`config.mk`:
```
export PLATFORM = sky130hd
export DESIGN_NAME = polyline_arc_length_resampler_top
export DESIGN_NICKNAME = d
export VERILOG_FILES = /design/src/hdl/pals_pkg.sv /design/src/hdl/pals_front.sv /design/src/hdl/pals_queue.sv /design/src/hdl/pals_div.sv /design/src/hdl/pals_back.sv /design/src/hdl/polyline_arc_length_resampler_top.sv
export VERILOG_INCLUDE_DIRS = /design/src /design/src/hdl
export SDC_FILE = /design/constraint.sdc
export NUM_CORES = 2
export LEC_CHECK = 0
export ABC_AREA = 1
export BUFFER_PORTS_ARGS = -buffer_cell sky130_fd_sc_hd__buf_2
export CORE_MARGIN = 3
export CORE_UTILIZATION = 45
export CTS_BUF_LIST = sky130_fd_sc_hd__clkbuf_4 sky130_fd_sc_hd__clkbuf_8
export CTS_CLUSTER_SIZE = 28
export DETAILED_ROUTE_END_ITERATION = 6
export PLACE_DENSITY_LB_ADDON = 0.3
export SYNTH_ARGS = -nofsm -noshare
export SYNTH_HDL_FRONTEND = slang
export SYNTH_SLANG_ARGS = --single-unit
```
`constraint.sdc`:
```
create_clock -name clock -period 7.65 [get_ports clock]
set_input_delay 1.1475 -clock clock [delete_from_list [all_inputs] [get_ports clock]]
set_output_delay 1.1475 -clock clock [all_outputs]
set_load 0.01 [all_outputs]
```
`src/hdl/polyline_arc_length_resampler_top_defines.svh`:
```
// Assertion macros used by the resampler back end.
`ifndef POLYLINE_ARC_LENGTH_RESAMPLER_TOP_DEFINES_SVH
`define POLYLINE_ARC_LENGTH_RESAMPLER_TOP_DEFINES_SVH
`ifndef SYNTHESIS
`define PALS_ASSERT_ALWAYS(label, expr, msg) \
   label: assert property (@(posedge clock) disable iff (reset) (expr)) else $error(msg);
`define PALS_ASSERT_IMPLY(label, ante, cons, msg) \
   label: assert property (@(posedge clock) disable iff (reset) (ante) |-> (cons)) \
      else $error(msg);
`else
`define PALS_ASSERT_ALWAYS(label, expr, msg)
`define PALS_ASSERT_IMPLY(label, ante, cons, msg)
`endif
`endif

```
`src/hdl/pals_pkg.sv`:
```
// Shared types and constants of the polyline resampler.
package pals_pkg;
   localparam int SEP_W       = 16;
   localparam int DIST_W      = 24;
   localparam int QUEUE_DEPTH = 2;

   localparam logic REG_POINT_SEPARATION = 1'b0;
   localparam logic REG_FILL_CORNERS     = 1'b1;

   localparam logic [SEP_W-1:0] SEP_RESET = 16'd256;

   typedef struct packed {
      logic starts;
      logic x_up;
      logic y_up;
      logic after_le0;
      logic after_ge0;
   } item_flags_type;
endpackage

```
`src/hdl/pals_front.sv`:
```
// Front end: accepts vertices, tracks the previous vertex and classifies each segment.
module pals_front #(
   parameter int C       = 12,
   parameter int ENTRY_W = 77
) (
   input  logic               clock,
   input  logic               reset,
   input  logic               req_valid,
   output logic               req_stall,
   input  logic [C-1:0]       req_vertex_x,
   input  logic [C-1:0]       req_vertex_y,
   input  logic               req_starts_line,
   input  logic               q_full,
   output logic               q_push,
   output logic [ENTRY_W-1:0] q_data
);
   logic [C-1:0] lvx_ff, lvx_in;
   logic [C-1:0] lvy_ff, lvy_in;
   logic [C-1:0] magx, magy;
   pals_pkg::item_flags_type flags;

   assign req_stall = q_full;
   assign q_push    = req_valid && !q_full;

   always_comb begin
      flags.starts    = req_starts_line;
      flags.x_up      = req_vertex_x >= lvx_ff;
      flags.y_up      = req_vertex_y >= lvy_ff;
      flags.after_le0 = req_vertex_y <= lvy_ff;
      flags.after_ge0 = req_vertex_y >= lvy_ff;
      magx = flags.x_up ? req_vertex_x - lvx_ff : lvx_ff - req_vertex_x;
      magy = flags.y_up ? req_vertex_y - lvy_ff : lvy_ff - req_vertex_y;
      lvx_in = q_push ? req_vertex_x : lvx_ff;
      lvy_in = q_push ? req_vertex_y : lvy_ff;
   end

   assign q_data = {flags, req_vertex_x, req_vertex_y, lvx_ff, lvy_ff, magx, magy};

   always_ff @(posedge clock) begin
      if (reset) begin
         lvx_ff <= '0;
         lvy_ff <= '0;
      end else begin
         lvx_ff <= lvx_in;
         lvy_ff <= lvy_in;
      end
   end
endmodule

```
`src/hdl/pals_queue.sv`:
```
// Short queue that decouples the front end from the point generator.
module pals_queue #(
   parameter int WIDTH = 77
) (
   input  logic             clock,
   input  logic             reset,
   input  logic             push,
   input  logic [WIDTH-1:0] push_data,
   output logic             full,
   input  logic             pop,
   output logic [WIDTH-1:0] pop_data,
   output logic             empty
);
   localparam int DEPTH = pals_pkg::QUEUE_DEPTH;
   localparam int PTR_W = $clog2(DEPTH);
   localparam int CNT_W = $clog2(DEPTH + 1);

   logic [WIDTH-1:0] slot_ff [DEPTH];
   logic [PTR_W-1:0] wr_ff, wr_in, rd_ff, rd_in;
   logic [CNT_W-1:0] cnt_ff, cnt_in;
   logic             do_push, do_pop;

   assign full     = cnt_ff == CNT_W'(DEPTH);
   assign empty    = cnt_ff == '0;
   assign do_push  = push && !full;
   assign do_pop   = pop && !empty;
   assign pop_data = slot_ff[rd_ff];

   always_comb begin
      wr_in  = do_push ? ((wr_ff == PTR_W'(DEPTH - 1)) ? '0 : wr_ff + 1'b1) : wr_ff;
      rd_in  = do_pop ? ((rd_ff == PTR_W'(DEPTH - 1)) ? '0 : rd_ff + 1'b1) : rd_ff;
      cnt_in = cnt_ff + CNT_W'(do_push) - CNT_W'(do_pop);
   end

   always_ff @(posedge clock) begin
      if (do_push) slot_ff[wr_ff] <= push_data;
      if (reset) begin
         wr_ff  <= '0;
         rd_ff  <= '0;
         cnt_ff <= '0;
      end else begin
         wr_ff  <= wr_in;
         rd_ff  <= rd_in;
         cnt_ff <= cnt_in;
      end
   end
endmodule

```
`src/hdl/pals_div.sv`:
```
// Restoring divider that produces one quotient bit per cycle.
module pals_div #(
   parameter int NUM_W = 41,
   parameter int DEN_W = 21
) (
   input  logic             clock,
   input  logic             reset,
   input  logic             start,
   input  logic [NUM_W-1:0] num,
   input  logic [DEN_W-1:0] den,
   output logic             done,
   output logic [NUM_W-1:0] quot,
   output logic [DEN_W-1:0] rem
);
   localparam int IT_W = $clog2(NUM_W + 1);

   logic [NUM_W-1:0] num_ff, num_in, quot_ff, quot_in;
   logic [DEN_W-1:0] den_ff, den_in, rem_ff, rem_in;
   logic [IT_W-1:0]  it_ff, it_in;
   logic             busy_ff, busy_in, done_ff, done_in;
   logic [DEN_W:0]   trial;

   assign trial = {rem_ff, num_ff[NUM_W-1]};

   always_comb begin
      num_in  = num_ff;
      den_in  = den_ff;
      quot_in = quot_ff;
      rem_in  = rem_ff;
      it_in   = it_ff;
      busy_in = busy_ff;
      done_in = 1'b0;
      if (start) begin
         num_in  = num;
         den_in  = den;
         rem_in  = '0;
         quot_in = '0;
         it_in   = '0;
         busy_in = 1'b1;
      end else if (busy_ff) begin
         num_in = {num_ff[NUM_W-2:0], 1'b0};
         if (trial >= {1'b0, den_ff}) begin
            rem_in  = DEN_W'(trial - {1'b0, den_ff});
            quot_in = {quot_ff[NUM_W-2:0], 1'b1};
         end else begin
            rem_in  = trial[DEN_W-1:0];
            quot_in = {quot_ff[NUM_W-2:0], 1'b0};
         end
         it_in = it_ff + 1'b1;
         if (it_ff == IT_W'(NUM_W - 1)) begin
            busy_in = 1'b0;
            done_in = 1'b1;
         end
      end
   end

   assign done = done_ff;
   assign quot = quot_ff;
   assign rem  = rem_ff;

   always_ff @(posedge clock) begin
      num_ff  <= num_in;
      den_ff  <= den_in;
      quot_ff <= quot_in;
      rem_ff  <= rem_in;
      it_ff   <= it_in;
      if (reset) begin
         busy_ff <= 1'b0;
         done_ff <= 1'b0;
      end else begin
         busy_ff <= busy_in;
         done_ff <= done_in;
      end
   end
endmodule

```
`src/hdl/pals_back.sv`:
```
// Back end: measures each segment, walks it and emits the resampled points.
`include "polyline_arc_length_resampler_top_defines.svh"
module pals_back #(
   parameter int C       = 12,
   parameter int F       = 8,
   parameter int MAXP    = 64,
   parameter int ENTRY_W = 77
) (
   input  logic                       clock,
   input  logic                       reset,
   input  logic                       q_empty,
   input  logic [ENTRY_W-1:0]         q_data,
   output logic                       q_pop,
   input  logic [pals_pkg::SEP_W-1:0] sep,
   input  logic                       fill_corners,
   output logic                       rsp_valid,
   input  logic                       rsp_stall,
   output logic [C-1:0]               rsp_point_x,
   output logic [C-1:0]               rsp_point_y,
   output logic                       rsp_last_of_run,
   output logic                       rsp_truncated
);
   localparam int SEP_W  = pals_pkg::SEP_W;
   localparam int DIST_W = pals_pkg::DIST_W;
   localparam int Q_W    = C + F;
   localparam int ROOT_W = C + 1 + F;
   localparam int RAD_W  = 2 * ROOT_W;
   localparam int DEN_W  = (ROOT_W > SEP_W) ? ROOT_W : SEP_W;
   localparam int WALK_W = ((DEN_W > DIST_W) ? DEN_W : DIST_W) + 1;
   localparam int NUM_W  = C + DEN_W + F;
   localparam int CNT_W  = $clog2(MAXP + 1);
   localparam int IT_W   = $clog2(ROOT_W);
   localparam int FL_W   = $bits(pals_pkg::item_flags_type);

   localparam logic [2:0] DIV_REM = 3'd0;
   localparam logic [2:0] DIV_X0  = 3'd1;
   localparam logic [2:0] DIV_XS  = 3'd2;
   localparam logic [2:0] DIV_Y0  = 3'd3;
   localparam logic [2:0] DIV_YS  = 3'd4;

   typedef enum logic [9:0] {
      ST_IDLE   = 10'b0000000001,
      ST_CORNER = 10'b0000000010,
      ST_SQ     = 10'b0000000100,
      ST_SUM    = 10'b0000001000,
      ST_ROOT   = 10'b0000010000,
      ST_CHECK  = 10'b0000100000,
      ST_MUL    = 10'b0001000000,
      ST_DSTART = 10'b0010000000,
      ST_DWAIT  = 10'b0100000000,
      ST_FIN    = 10'b1000000000
   } state_type;

   function automatic logic [C-1:0] pix(input logic [Q_W-1:0] q);
      logic [Q_W:0] s;
      s = {1'b0, q} + ((Q_W + 1)'(1) << (F - 1));
      return s[Q_W-1:F];
   endfunction

   state_type state_ff, state_in;
   logic walk_ff, walk_in;

   logic [ENTRY_W-1:0] entry_ff, entry_in;
   pals_pkg::item_flags_type fl, qfl;
   logic [C-1:0] lvx, lvy, magx, magy;

   logic [Q_W-1:0]    emx_ff, emx_in, emy_ff, emy_in;
   logic [DIST_W-1:0] dist_ff, dist_in;
   logic              npy_ff, npy_in;
   logic [CNT_W-1:0]  cnt_ff, cnt_in;
   logic              cut_ff, cut_in;
   logic              pend_valid_ff, pend_valid_in;
   logic [C-1:0]      pend_px_ff, pend_px_in, pend_py_ff, pend_py_in;

   logic [2*C-1:0]    sqx_ff, sqx_in, sqy_ff, sqy_in;
   logic [RAD_W-1:0]  rad_ff, rad_in;
   logic [ROOT_W-1:0] root_ff, root_in;
   logic [ROOT_W+1:0] rem_ff, rem_in, rem_sh, trial;
   logic [IT_W-1:0]   it_ff, it_in;

   logic [C+ROOT_W-1:0] pxd_ff, pxd_in, pyd_ff, pyd_in;
   logic [C+SEP_W-1:0]  pxs_ff, pxs_in, pys_ff, pys_in;
   logic [2:0]          sel_ff, sel_in;
   logic [WALK_W-1:0]   wk_ff, wk_in, d_ext;
   logic [Q_W-1:0]      qx_ff, qx_in, qy_ff, qy_in, qsx_ff, qsx_in, qsy_ff, qsy_in;
   logic [DEN_W-1:0]    rx_ff, rx_in, ry_ff, ry_in, rsx_ff, rsx_in, rsy_ff, rsy_in;
   logic [DEN_W:0]      rxsum, rysum;

   logic                rsp_valid_ff, rsp_valid_in, rsp_last_ff, rsp_last_in;
   logic                rsp_trunc_ff, rsp_trunc_in;
   logic [C-1:0]        rsp_px_ff, rsp_px_in, rsp_py_ff, rsp_py_in;

   logic [SEP_W-1:0]    sep_eff;
   logic [NUM_W-1:0]    div_num, div_quot;
   logic [DEN_W-1:0]    div_den, div_rem;
   logic                div_start, div_done;

   logic [Q_W-1:0]      cand_x, cand_y, ly_q;
   logic                cand_go, dup, need_push, slot_free, blocked, corner_hit, walk_le;
   logic                out_load, out_last, out_trunc;

   assign fl       = entry_ff[ENTRY_W-1 -: FL_W];
   assign lvx      = entry_ff[4*C-1 -: C];
   assign lvy      = entry_ff[3*C-1 -: C];
   assign magx     = entry_ff[2*C-1 -: C];
   assign magy     = entry_ff[C-1 -: C];
   assign qfl      = q_data[ENTRY_W-1 -: FL_W];
   assign sep_eff  = (sep == '0) ? SEP_W'(1) : sep;
   assign ly_q     = {lvy, {F{1'b0}}};
   assign corner_hit = fill_corners &&
      (((ly_q > emy_ff) && fl.after_le0) || ((ly_q < emy_ff) && fl.after_ge0));
   assign walk_le  = wk_ff <= WALK_W'(root_ff);
   assign d_ext    = WALK_W'(dist_ff);
   assign slot_free = !rsp_valid_ff || !rsp_stall;

   always_comb begin
      cand_go = 1'b0;
      cand_x  = {lvx, {F{1'b0}}};
      cand_y  = ly_q;
      if (walk_ff) begin
         cand_go = walk_le && (cnt_ff < CNT_W'(MAXP));
         cand_x  = fl.x_up ? {lvx, {F{1'b0}}} + qx_ff : {lvx, {F{1'b0}}} - qx_ff;
         cand_y  = fl.y_up ? ly_q + qy_ff : ly_q - qy_ff;
      end else if (state_ff == ST_CORNER) begin
         cand_go = corner_hit && (cnt_ff < CNT_W'(MAXP));
      end
   end

   assign dup = !npy_ff && (pix(cand_x) == pix(emx_ff)) && (pix(cand_y) == pix(emy_ff));
   assign need_push = cand_go && !dup;
   assign blocked   = need_push && pend_valid_ff && !slot_free;

   assign rem_sh = {rem_ff[ROOT_W-1:0], rad_ff[RAD_W-1 -: 2]};
   assign trial  = {root_ff, 2'b01};
   assign rxsum  = {1'b0, rx_ff} + {1'b0, rsx_ff};
   assign rysum  = {1'b0, ry_ff} + {1'b0, rsy_ff};

   always_comb begin
      case (sel_ff)
         DIV_REM: begin
            div_num = NUM_W'(root_ff - d_ext[ROOT_W-1:0]);
            div_den = DEN_W'(sep_eff);
         end
         DIV_X0: begin
            div_num = NUM_W'({pxd_ff, {F{1'b0}}}) + NUM_W'(root_ff >> 1);
            div_den = DEN_W'(root_ff);
         end
         DIV_XS: begin
            div_num = NUM_W'({pxs_ff, {F{1'b0}}});
            div_den = DEN_W'(root_ff);
         end
         DIV_Y0: begin
            div_num = NUM_W'({pyd_ff, {F{1'b0}}}) + NUM_W'(root_ff >> 1);
            div_den = DEN_W'(root_ff);
         end
         default: begin
            div_num = NUM_W'({pys_ff, {F{1'b0}}});
            div_den = DEN_W'(root_ff);
         end
      endcase
   end

   always_comb begin
      state_in = state_ff;   walk_in = walk_ff;   entry_in = entry_ff;
      emx_in = emx_ff;       emy_in = emy_ff;     dist_in = dist_ff;
      npy_in = npy_ff;       cnt_in = cnt_ff;     cut_in = cut_ff;
      pend_valid_in = pend_valid_ff;  pend_px_in = pend_px_ff;  pend_py_in = pend_py_ff;
      sqx_in = sqx_ff;  sqy_in = sqy_ff;  rad_in = rad_ff;  root_in = root_ff;
      rem_in = rem_ff;  it_in = it_ff;
      pxd_in = pxd_ff;  pyd_in = pyd_ff;  pxs_in = pxs_ff;  pys_in = pys_ff;
      sel_in = sel_ff;  wk_in = wk_ff;
      qx_in = qx_ff;  qy_in = qy_ff;  qsx_in = qsx_ff;  qsy_in = qsy_ff;
      rx_in = rx_ff;  ry_in = ry_ff;  rsx_in = rsx_ff;  rsy_in = rsy_ff;
      q_pop = 1'b0;  div_start = 1'b0;
      out_load = 1'b0;  out_last = 1'b0;  out_trunc = 1'b0;

      if (need_push && !blocked) begin
         if (pend_valid_ff) out_load = 1'b1;
         pend_valid_in = 1'b1;
         pend_px_in    = pix(cand_x);
         pend_py_in    = pix(cand_y);
         emx_in        = cand_x;
         emy_in        = cand_y;
         npy_in        = 1'b0;
         cnt_in        = cnt_ff + 1'b1;
      end

      if (walk_ff) begin
         if (walk_le) begin
            if (cnt_ff >= CNT_W'(MAXP)) begin
               cut_in   = 1'b1;
               walk_in  = 1'b0;
               state_in = ST_FIN;
            end else if (!blocked) begin
               wk_in = wk_ff + WALK_W'(sep_eff);
               if (rxsum >= {1'b0, DEN_W'(root_ff)}) begin
                  rx_in = DEN_W'(rxsum - {1'b0, DEN_W'(root_ff)});
                  qx_in = qx_ff + qsx_ff + 1'b1;
               end else begin
                  rx_in = rxsum[DEN_W-1:0];
                  qx_in = qx_ff + qsx_ff;
               end
               if (rysum >= {1'b0, DEN_W'(root_ff)}) begin
                  ry_in = DEN_W'(rysum - {1'b0, DEN_W'(root_ff)});
                  qy_in = qy_ff + qsy_ff + 1'b1;
               end else begin
                  ry_in = rysum[DEN_W-1:0];
                  qy_in = qy_ff + qsy_ff;
               end
            end
         end else begin
            walk_in  = 1'b0;
            state_in = ST_FIN;
         end
      end else begin
         unique case (state_ff)
            ST_IDLE: begin
               if (!q_empty) begin
                  q_pop    = 1'b1;
                  entry_in = q_data;
                  if (qfl.starts) begin
                     emx_in  = {q_data[6*C-1 -: C], {F{1'b0}}};
                     emy_in  = {q_data[5*C-1 -: C], {F{1'b0}}};
                     dist_in = '0;
                     npy_in  = 1'b1;
                  end else begin
                     cnt_in   = '0;
                     cut_in   = 1'b0;
                     state_in = ST_CORNER;
                  end
               end
            end
            ST_CORNER: begin
               if (!blocked) begin
                  if (corner_hit) dist_in = '0;
                  state_in = ST_SQ;
               end
            end
            ST_SQ: begin
               sqx_in   = (2*C)'(magx) * (2*C)'(magx);
               sqy_in   = (2*C)'(magy) * (2*C)'(magy);
               state_in = ST_SUM;
            end
            ST_SUM: begin
               rad_in   = RAD_W'({({1'b0, sqx_ff} + {1'b0, sqy_ff}), {(2*F){1'b0}}});
               root_in  = '0;
               rem_in   = '0;
               it_in    = '0;
               state_in = ST_ROOT;
            end
            ST_ROOT: begin
               rad_in = {rad_ff[RAD_W-3:0], 2'b00};
               if (rem_sh >= trial) begin
                  rem_in  = rem_sh - trial;
                  root_in = {root_ff[ROOT_W-2:0], 1'b1};
               end else begin
                  rem_in  = rem_sh;
                  root_in = {root_ff[ROOT_W-2:0], 1'b0};
               end
               it_in = it_ff + 1'b1;
               if (it_ff == IT_W'(ROOT_W - 1)) state_in = ST_CHECK;
            end
            ST_CHECK: begin
               if (root_ff == '0) begin
                  state_in = ST_FIN;
               end else if (d_ext > WALK_W'(root_ff)) begin
                  dist_in  = DIST_W'(d_ext - WALK_W'(root_ff));
                  state_in = ST_FIN;
               end else begin
                  state_in = ST_MUL;
               end
            end
            ST_MUL: begin
               pxd_in   = (C+ROOT_W)'(magx) * (C+ROOT_W)'(d_ext[ROOT_W-1:0]);
               pyd_in   = (C+ROOT_W)'(magy) * (C+ROOT_W)'(d_ext[ROOT_W-1:0]);
               pxs_in   = (C+SEP_W)'(magx) * (C+SEP_W)'(sep_eff);
               pys_in   = (C+SEP_W)'(magy) * (C+SEP_W)'(sep_eff);
               wk_in    = d_ext;
               sel_in   = DIV_REM;
               state_in = ST_DSTART;
            end
            ST_DSTART: begin
               div_start = 1'b1;
               state_in  = ST_DWAIT;
            end
            ST_DWAIT: begin
               if (div_done) begin
                  case (sel_ff)
                     DIV_REM: dist_in = DIST_W'(sep_eff - SEP_W'(div_rem));
                     DIV_X0: begin
                        qx_in = div_quot[Q_W-1:0];
                        rx_in = div_rem;
                     end
                     DIV_XS: begin
                        qsx_in = div_quot[Q_W-1:0];
                        rsx_in = div_rem;
                     end
                     DIV_Y0: begin
                        qy_in = div_quot[Q_W-1:0];
                        ry_in = div_rem;
                     end
                     default: begin
                        qsy_in = div_quot[Q_W-1:0];
                        rsy_in = div_rem;
                     end
                  endcase
                  if (sel_ff == DIV_YS) begin
                     walk_in = 1'b1;
                  end else begin
                     sel_in   = sel_ff + 1'b1;
                     state_in = ST_DSTART;
                  end
               end
            end
            ST_FIN: begin
               if (pend_valid_ff) begin
                  if (slot_free) begin
                     out_load      = 1'b1;
                     out_last      = 1'b1;
                     out_trunc     = cut_ff;
                     pend_valid_in = 1'b0;
                     state_in      = ST_IDLE;
                  end
               end else begin
                  state_in = ST_IDLE;
               end
            end
            default: state_in = ST_IDLE;
         endcase
      end

      rsp_px_in    = out_load ? pend_px_ff : rsp_px_ff;
      rsp_py_in    = out_load ? pend_py_ff : rsp_py_ff;
      rsp_last_in  = out_load ? out_last : rsp_last_ff;
      rsp_trunc_in = out_load ? out_trunc : rsp_trunc_ff;
      if (out_load) rsp_valid_in = 1'b1;
      else if (rsp_valid_ff && !rsp_stall) rsp_valid_in = 1'b0;
      else rsp_valid_in = rsp_valid_ff;
   end

   pals_div #(.NUM_W(NUM_W), .DEN_W(DEN_W)) u_div (
      .clock(clock), .reset(reset), .start(div_start), .num(div_num), .den(div_den),
      .done(div_done), .quot(div_quot), .rem(div_rem)
   );

   assign rsp_valid       = rsp_valid_ff;
   assign rsp_point_x     = rsp_px_ff;
   assign rsp_point_y     = rsp_py_ff;
   assign rsp_last_of_run = rsp_last_ff;
   assign rsp_truncated   = rsp_trunc_ff;

   always_ff @(posedge clock) begin
      entry_ff <= entry_in;   pend_px_ff <= pend_px_in;  pend_py_ff <= pend_py_in;
      sqx_ff <= sqx_in;  sqy_ff <= sqy_in;  rad_ff <= rad_in;  root_ff <= root_in;
      rem_ff <= rem_in;  it_ff <= it_in;
      pxd_ff <= pxd_in;  pyd_ff <= pyd_in;  pxs_ff <= pxs_in;  pys_ff <= pys_in;
      sel_ff <= sel_in;  wk_ff <= wk_in;
      qx_ff <= qx_in;  qy_ff <= qy_in;  qsx_ff <= qsx_in;  qsy_ff <= qsy_in;
      rx_ff <= rx_in;  ry_ff <= ry_in;  rsx_ff <= rsx_in;  rsy_ff <= rsy_in;
      rsp_px_ff <= rsp_px_in;  rsp_py_ff <= rsp_py_in;
      rsp_last_ff <= rsp_last_in;  rsp_trunc_ff <= rsp_trunc_in;
      if (reset) begin
         state_ff      <= ST_IDLE;
         walk_ff       <= 1'b0;
         emx_ff        <= '0;
         emy_ff        <= '0;
         dist_ff       <= '0;
         npy_ff        <= 1'b1;
         cnt_ff        <= '0;
         cut_ff        <= 1'b0;
         pend_valid_ff <= 1'b0;
         rsp_valid_ff  <= 1'b0;
      end else begin
         state_ff      <= state_in;
         walk_ff       <= walk_in;
         emx_ff        <= emx_in;
         emy_ff        <= emy_in;
         dist_ff       <= dist_in;
         npy_ff        <= npy_in;
         cnt_ff        <= cnt_in;
         cut_ff        <= cut_in;
         pend_valid_ff <= pend_valid_in;
         rsp_valid_ff  <= rsp_valid_in;
      end
   end

   `PALS_ASSERT_ALWAYS(a_cap, cnt_ff <= CNT_W'(MAXP), "point count exceeds the per-vertex cap")
   `PALS_ASSERT_IMPLY(a_slot, out_load, slot_free, "output register overwritten while stalled")
   `PALS_ASSERT_IMPLY(a_trunc, rsp_valid_ff && rsp_trunc_ff, rsp_last_ff, "truncated without last")
   `PALS_ASSERT_IMPLY(a_idle, state_ff == ST_IDLE && !walk_ff, !pend_valid_ff, "point left pending")
endmodule

```
`src/hdl/polyline_arc_length_resampler_top.sv`:
```
// Top level of the polyline equal arc length resampler.
// Vertices enter on the req_ channel; a transfer happens when req_valid is high
// and req_stall is low. A vertex with req_starts_line set only sets the start
// point. Every other vertex ends a segment, which is measured with a bit-serial
// square root and prepared with five divisions on one shared restoring divider.
// Points then leave on the rsp_ channel at one per cycle while rsp_stall is low,
// at most MAX_POINTS_PER_VERTEX per vertex, the final one flagged with
// rsp_last_of_run and, if the cap cut the run short, rsp_truncated.
// A two-entry queue lets new vertices be taken while a segment is worked on.
// When rsp_stall is high the finished point is held and the walk pauses.
// csr_ writes set the point separation (Q8.8) and corner filling; write them
// only while the block is idle. Reset is synchronous and returns the control
// state and the registers to their defaults; the first segment starts at (0,0).
module polyline_arc_length_resampler_top #(
   parameter int COORD_BITS            = 12,
   parameter int FRAC_BITS             = 8,
   parameter int MAX_POINTS_PER_VERTEX = 64
) (
   input  logic                       clock,
   input  logic                       reset,
   input  logic                       req_valid,
   output logic                       req_stall,
   input  logic [COORD_BITS-1:0]      req_vertex_x,
   input  logic [COORD_BITS-1:0]      req_vertex_y,
   input  logic                       req_starts_line,
   output logic                       rsp_valid,
   input  logic                       rsp_stall,
   output logic [COORD_BITS-1:0]      rsp_point_x,
   output logic [COORD_BITS-1:0]      rsp_point_y,
   output logic                       rsp_last_of_run,
   output logic                       rsp_truncated,
   input  logic                       csr_write,
   input  logic                       csr_index,
   input  logic [pals_pkg::SEP_W-1:0] csr_wdata
);
   localparam int ENTRY_W = $bits(pals_pkg::item_flags_type) + 6 * COORD_BITS;

   logic [pals_pkg::SEP_W-1:0] sep_ff, sep_in;
   logic                       fill_ff, fill_in;
   logic                       q_push, q_full, q_pop, q_empty;
   logic [ENTRY_W-1:0]         q_wdata, q_rdata;

   always_comb begin
      sep_in  = sep_ff;
      fill_in = fill_ff;
      if (csr_write) begin
         unique case (csr_index)
            pals_pkg::REG_POINT_SEPARATION: sep_in = csr_wdata;
            pals_pkg::REG_FILL_CORNERS:     fill_in = csr_wdata[0];
            default: ;
         endcase
      end
   end

   always_ff @(posedge clock) begin
      if (reset) begin
         sep_ff  <= pals_pkg::SEP_RESET;
         fill_ff <= 1'b0;
      end else begin
         sep_ff  <= sep_in;
         fill_ff <= fill_in;
      end
   end

   pals_front #(.C(COORD_BITS), .ENTRY_W(ENTRY_W)) u_front (
      .clock(clock), .reset(reset), .req_valid(req_valid), .req_stall(req_stall),
      .req_vertex_x(req_vertex_x), .req_vertex_y(req_vertex_y),
      .req_starts_line(req_starts_line), .q_full(q_full), .q_push(q_push), .q_data(q_wdata)
   );

   pals_queue #(.WIDTH(ENTRY_W)) u_queue (
      .clock(clock), .reset(reset), .push(q_push), .push_data(q_wdata), .full(q_full),
      .pop(q_pop), .pop_data(q_rdata), .empty(q_empty)
   );

   pals_back #(
      .C(COORD_BITS), .F(FRAC_BITS), .MAXP(MAX_POINTS_PER_VERTEX), .ENTRY_W(ENTRY_W)
   ) u_back (
      .clock(clock), .reset(reset), .q_empty(q_empty), .q_data(q_rdata), .q_pop(q_pop),
      .sep(sep_ff), .fill_corners(fill_ff), .rsp_valid(rsp_valid), .rsp_stall(rsp_stall),
      .rsp_point_x(rsp_point_x), .rsp_point_y(rsp_point_y),
      .rsp_last_of_run(rsp_last_of_run), .rsp_truncated(rsp_truncated)
   );
endmodule
```
# Word-level counts from Yosys, hierarchy flattened
# Memory sizes are Yosys's and may differ from the RTL's. A register that Yosys moved wholly into a read port is not among the register bits.
# Cells that the tools add are included.
# totals
reg_bits	819
mem_count	1
wordCells	363
ram_bits	154
input_bits	47
output_inout_bits	28
# mem_list
name	words	width	read_ports	rd_clocked_by_memory_dff	write_ports	line_no	source
u_queue.slot_ff	2	77	1	1	1	pals_queue.sv:18	logic [WIDTH-1:0] slot_ff [DEPTH];
# op_classes
n_mux	145
multipliers	6
n_reduce_logical	59
n_bitwise	8
n_lt_le_gt_ge	13
add_sub_neg	37
n_eq_ne	42
# ops
operator	count
$mux 20	30
$mux 21	18
$mux 24	8
$pmux 41 s4	1
$mux 10	13
$mux 25	5
$pmux 10 s10	1
$pmux 24 s4	1
$pmux 21 s2	2
$pmux 42 s2	1
$sub 21x21->21	4
$add 41x20->41	2
$mux 41	2
$add 20x20->20	4
$add 20x8->20 const B	4
$ge 22x21->1	3
$mul 12x21->33	2
$mul 12x16->28	2
$mux 1	50
$mul 12x12->24	2
$sub 12x12->12	4
$add 21x21->22	2
$add 20x1->20 const B	2
$sub 20x20->20	2
69 further kinds	145

# Logic depth before layout (Yosys ltp)
# depth
word_depth	19
mapped_depth	38
depth_no_buf	36

# By module
# A second synthesis with hierarchy kept.
# hier_totals
cells_unflattened	11405
area_unflattened_um2	93729.9
# modules_own_cells
mod	n_inst	cells_per_inst	area_each_um2	seq_area_each_um2
pals_back	1	9493	76443.3	17646.9
pals_div	1	829	6535.0	3263.1
pals_queue	1	279	5943.2	4724.5
pals_front	1	696	4055.1	480.5
polyline_arc_length_resampler_top	1	108	753.2	340.3

# Worst setup path before layout
# OpenSTA, ideal clock, no wires.
# synth_timing
kind	flip-flop to flip-flop
start	reg u_back.walk_ff
end	reg u_back.pxd_ff[0] (enable)
arrival_ps	6710
stages_incl_launch_ff	9
t_required_ps	7045
path_slack_ps	335
setup_ps	605
synth_period_minus_slack_ps	7315
path_buffers	7
path_cell_list	dfxtp_1 buf_2 buf_2 buf_2 buf_2 clkbuf_1 clkbuf_1 clkbuf_1 nor2_1
# synth_between
elab_chain_len	2
# synth_rtl
item	line_no	source
from (decl)	pals_back.sv:61	logic walk_ff, walk_in;
from (signal assigned)	pals_back.sv:375	walk_ff <= walk_in;
$not 1->1 (no line)	--	
$reduce_and 2->1 (no line)	--	
to (signal assigned)	pals_back.sv:356	pxd_ff <= pxd_in; pyd_ff <= pyd_in; pxs_ff <= pxs_in; pys_ff <= pys_in;
to (decl)	pals_back.sv:81	logic [C+ROOT_W-1:0] pxd_ff, pxd_in, pyd_ff, pyd_in;
# No other way between the ends.
# A chain may end at the register's enable or synchronous reset.

# Final worst setup path
# layout_timing
start	reg u_back.entry_ff[5]
end	reg u_back.pyd_ff[32], data pin
# layout_between
elab_chain_len	1
# layout_rtl
item	line_no	source
from (decl)	pals_back.sv:63	logic [ENTRY_W-1:0] entry_ff, entry_in;
from (signal assigned)	pals_back.sv:353	entry_ff <= entry_in; pend_px_ff <= pend_px_in; pend_py_ff <= pend_py_in;
$mul 12x21->33	pals_back.sv:275	pyd_in = (C+ROOT_W)'(magy) * (C+ROOT_W)'(d_ext[ROOT_W-1:0]);
to (signal assigned)	pals_back.sv:356	
to (decl)	pals_back.sv:81	
# No other way between the ends.

==> summary.txt <==
Run status
  • Status: complete, no violations

Route
  • Remaining DRCs: 0
  • DRT Pass-1 Iters: 6
  • Vias per cell: approximately 5.3
  • Final ANT Viol Nets: 0
  • DR vias: 74000
  • Avg WL per Cell: between 15 and 20 um
  • Total Wirelength: roughly 270 mm
  • 1st-iter DRT viols: 6658

Worst setup path
  • Critical setup path kind: reg -> reg
  • WP data arrival: 7.44 ns
  • Setup crit end kind: register
  • Crit-path most repeated cell: nand2_1
  • Worst setup SP type: register
  • Critical Path RT: 8.34 ns
  • Largest stage delay on the critical path: 0.85 ns
  • Slowest cell on crit path: edfxtp_1
  • Worst-path fanout max: 9

Final layout
  • Commonest non-fill, non-tap cell in the layout: nand2_1
  • Most frequent cells in the layout: nand2_1, inv_1, fa_1
  • Synth-to-Final Area Change: 7.73%
  • Fill cell total of the finished layout: approximately 19000
  • Fin nets: 12800
  • Layout cell share with drive strength beyond 1: 5.78%
  • Finished Core Util: 49.0%
  • Design area: 0.0981 mm^2

Synthesis
  • Synth top area share: 24.7%
  • Yosys Warn Count: 0
  • Syn nets: 12800
  • Post-synth top flop: edfxtp_1
  • Yosys cell types: slightly below 70
  • Cell area after synthesis: 0.0911 mm^2
  • Synthesized area per cell: 8.20 um^2
  • Synth Instances: 11100
  • Synth Area in Compound Gates: 8.56%
  • Synth Area in Simple Gates: approximately a fifth
  • Synth top area cells: edfxtp_1, fa_1, nand2_1
  • Sequential area share after synthesis: 28.5%
  • Largest family of logic cells by synthesized area: adder cells
  • Adder-cell share of the synthesized area: 29.4%
  • Largest area contributor in the netlist: edfxtp_1
  • Xor-xnor portion of the synthesized cell area: 3.96%
  • Yosys reg bits: roughly 900
  • Asr flop ratio synth: 0%
  • Mux cell area share after synthesis: less than 1%
  • EDFF count, synth: 748

Timing
  • Max frequency: 0.148 GHz
  • Final Hold Fails: 0
  • Setup Skew: 0.0706 ns
  • Slew @ Worst Pin: 1.23 ns
  • Final Cycle Share: 88.2%
  • Setup violators final: 0
  • Hold Slack: ~0.4 ns
  • Slew headroom: 17.5%
  • Setup TNS: 0 ns
  • Unrepaired setup endpoints after global routing: false
  • Crit path time final: 6.75 ns
  • Max-slew violation total from the final report: 0

Floorplanning
  • Die footprint: 0.208 mm^2
  • Row count: 164
  • # IOs: 75
  • Die width: 456 um
  • Core area: approximately 0.2 mm^2
  • Initial Util: a little under half
  • Die extent in y: 456 um

Global routing
  • Grt ovf: 0
  • M2 GR Usage: between 40% and 50%
  • GRT Total Usage: 25.5%
  • Initial antenna violation count: 8
  • GRT met3 Usage: roughly 3.5%
  • Global-route wire length before repair: 417 mm
  • Largest net degree at the start of global routing: 76
  • Vias in the first global route: 74200
  • Grt met1 use: 34.8%
  • GRT Max-Usage Layer: met2

CTS
  • PostCTS Resize Cnt: 0
  • Worst skew pair latency: 0.96 ns
  • Root buffer cell: clkbuf_8
  • CTS tree: yes
  • H-Tree Depth: 4
  • CTS Sinks: roughly 920
  • Clock Path Buffers: 3
  • CTS hold repair buffers: 0
  • Post-CTS Repair Setup Buffers: 0
  • Reg clk slew, reported paths: around 0.07 ns
  • CTS buffer count: 162

Placement
  • GP Congestion: 0.965
  • Post-DP HPWL: 208 mm
  • Port Buf Inserts: 74
  • Dpl cell area: around 0.094 mm^2

Hold path
  • HP Class: in -> reg

Job
  • Max-cap viol count: 0
## synth_stat cells (all sizes together), types with 4 or more instances
cell type  number
nand2        2899
inv          2137
fa            834
ha            807
edfxtp        748
a21oi         596
nor2          546
o21ai         451
nand3         391
clkbuf        291
xor2          271
dfxtp         174
xnor2         141
buf           136
nor3           87
nand4          80
or2            60
o211ai         54
a31oi          47
nand3b         46
a21boi         38
o21bai         38
o22ai          32
nor4           30
a22oi          23
a211oi         19
a21o           19
mux2i          19
o21a           13
o221ai         10
o2111ai         9
o31ai           9
clkinv          8
a2111oi         7
a221oi          6
nor3b           5
and2            4
## layer usage
layer	share of wire (%)	up-vias
li1	-	35000
met1	43	35900
met2	45	2642
met3	7.2	478
met4	4.0	4
met5	0.0090	-
## flip-flops by register name, summed over array words and instances (netlist names), 26 cells and up, named ones only
signal and cells:
u_queue.slot_ff 152, u_back.entry_ff 51, u_back.u_div.num_ff 41, u_back.pxd_ff 33, u_back.pyd_ff 33, u_back.pxs_ff 28, u_back.pys_ff 28, u_back.rad_ff 26
## critical path, delay by kind of cell (launching register included)
kind	cells	cell delay (ns)
DFF	1	0.85
adders and majority gates	6	2.83
buffers and inverters	4	0.50
and+or+nand+nor	17	1.45
AOI/OAI and AO/OA	3	0.83
## path summary, 6_finish.rpt
check / slack [ns] / to / start / cells after the start
worst max-delay path: 0.90 / u_back.pyd_ff[32] / u_back.entry_ff[5] / 30
worst min-delay path: 0.40 / u_queue.slot_ff[0][76] / req_starts_line / 1
worst max register to register: 0.90 / u_back.pyd_ff[32] / u_back.entry_ff[5] / 30
worst min register to register: 0.41 / u_back.rsp_point_x[0] / u_back.pend_px_ff[0] / 0
## through the flow
stage / setup slack (ns) / std cells
finish: 0.902 / 13900
global route: 0.494 / 13900
CTS: 0.919 / 13900
detailed placement: 0.971 / 13600
global placement: 1.02 / 13600
floorplan: 0.335 / 11100
## logic make-up after synthesis
logic type,count (synthesis)
fa+ha+maj,1641
buf+inv,2572
flops,922
compound gates,1385
simple gates,4152
xor+xnor,412
mux,19
## area by class of cell
class                      instances  area, um^2  area share, %
multi-input combinational       7609       55500           56.5
sequential                       922       25900           26.4
inverter                        2145        8050           8.21
tap                             2656        3320           3.39
clock buffer                     213        2730           2.78
timing repair buffer             242        1670           1.70
clock inverter                    88         931          0.949
antenna                            2        5.00        0.00510
Power is left out: the tool's default activity adds up to more than one toggle a clock period on the data nets, which glitch-free logic cannot reach.
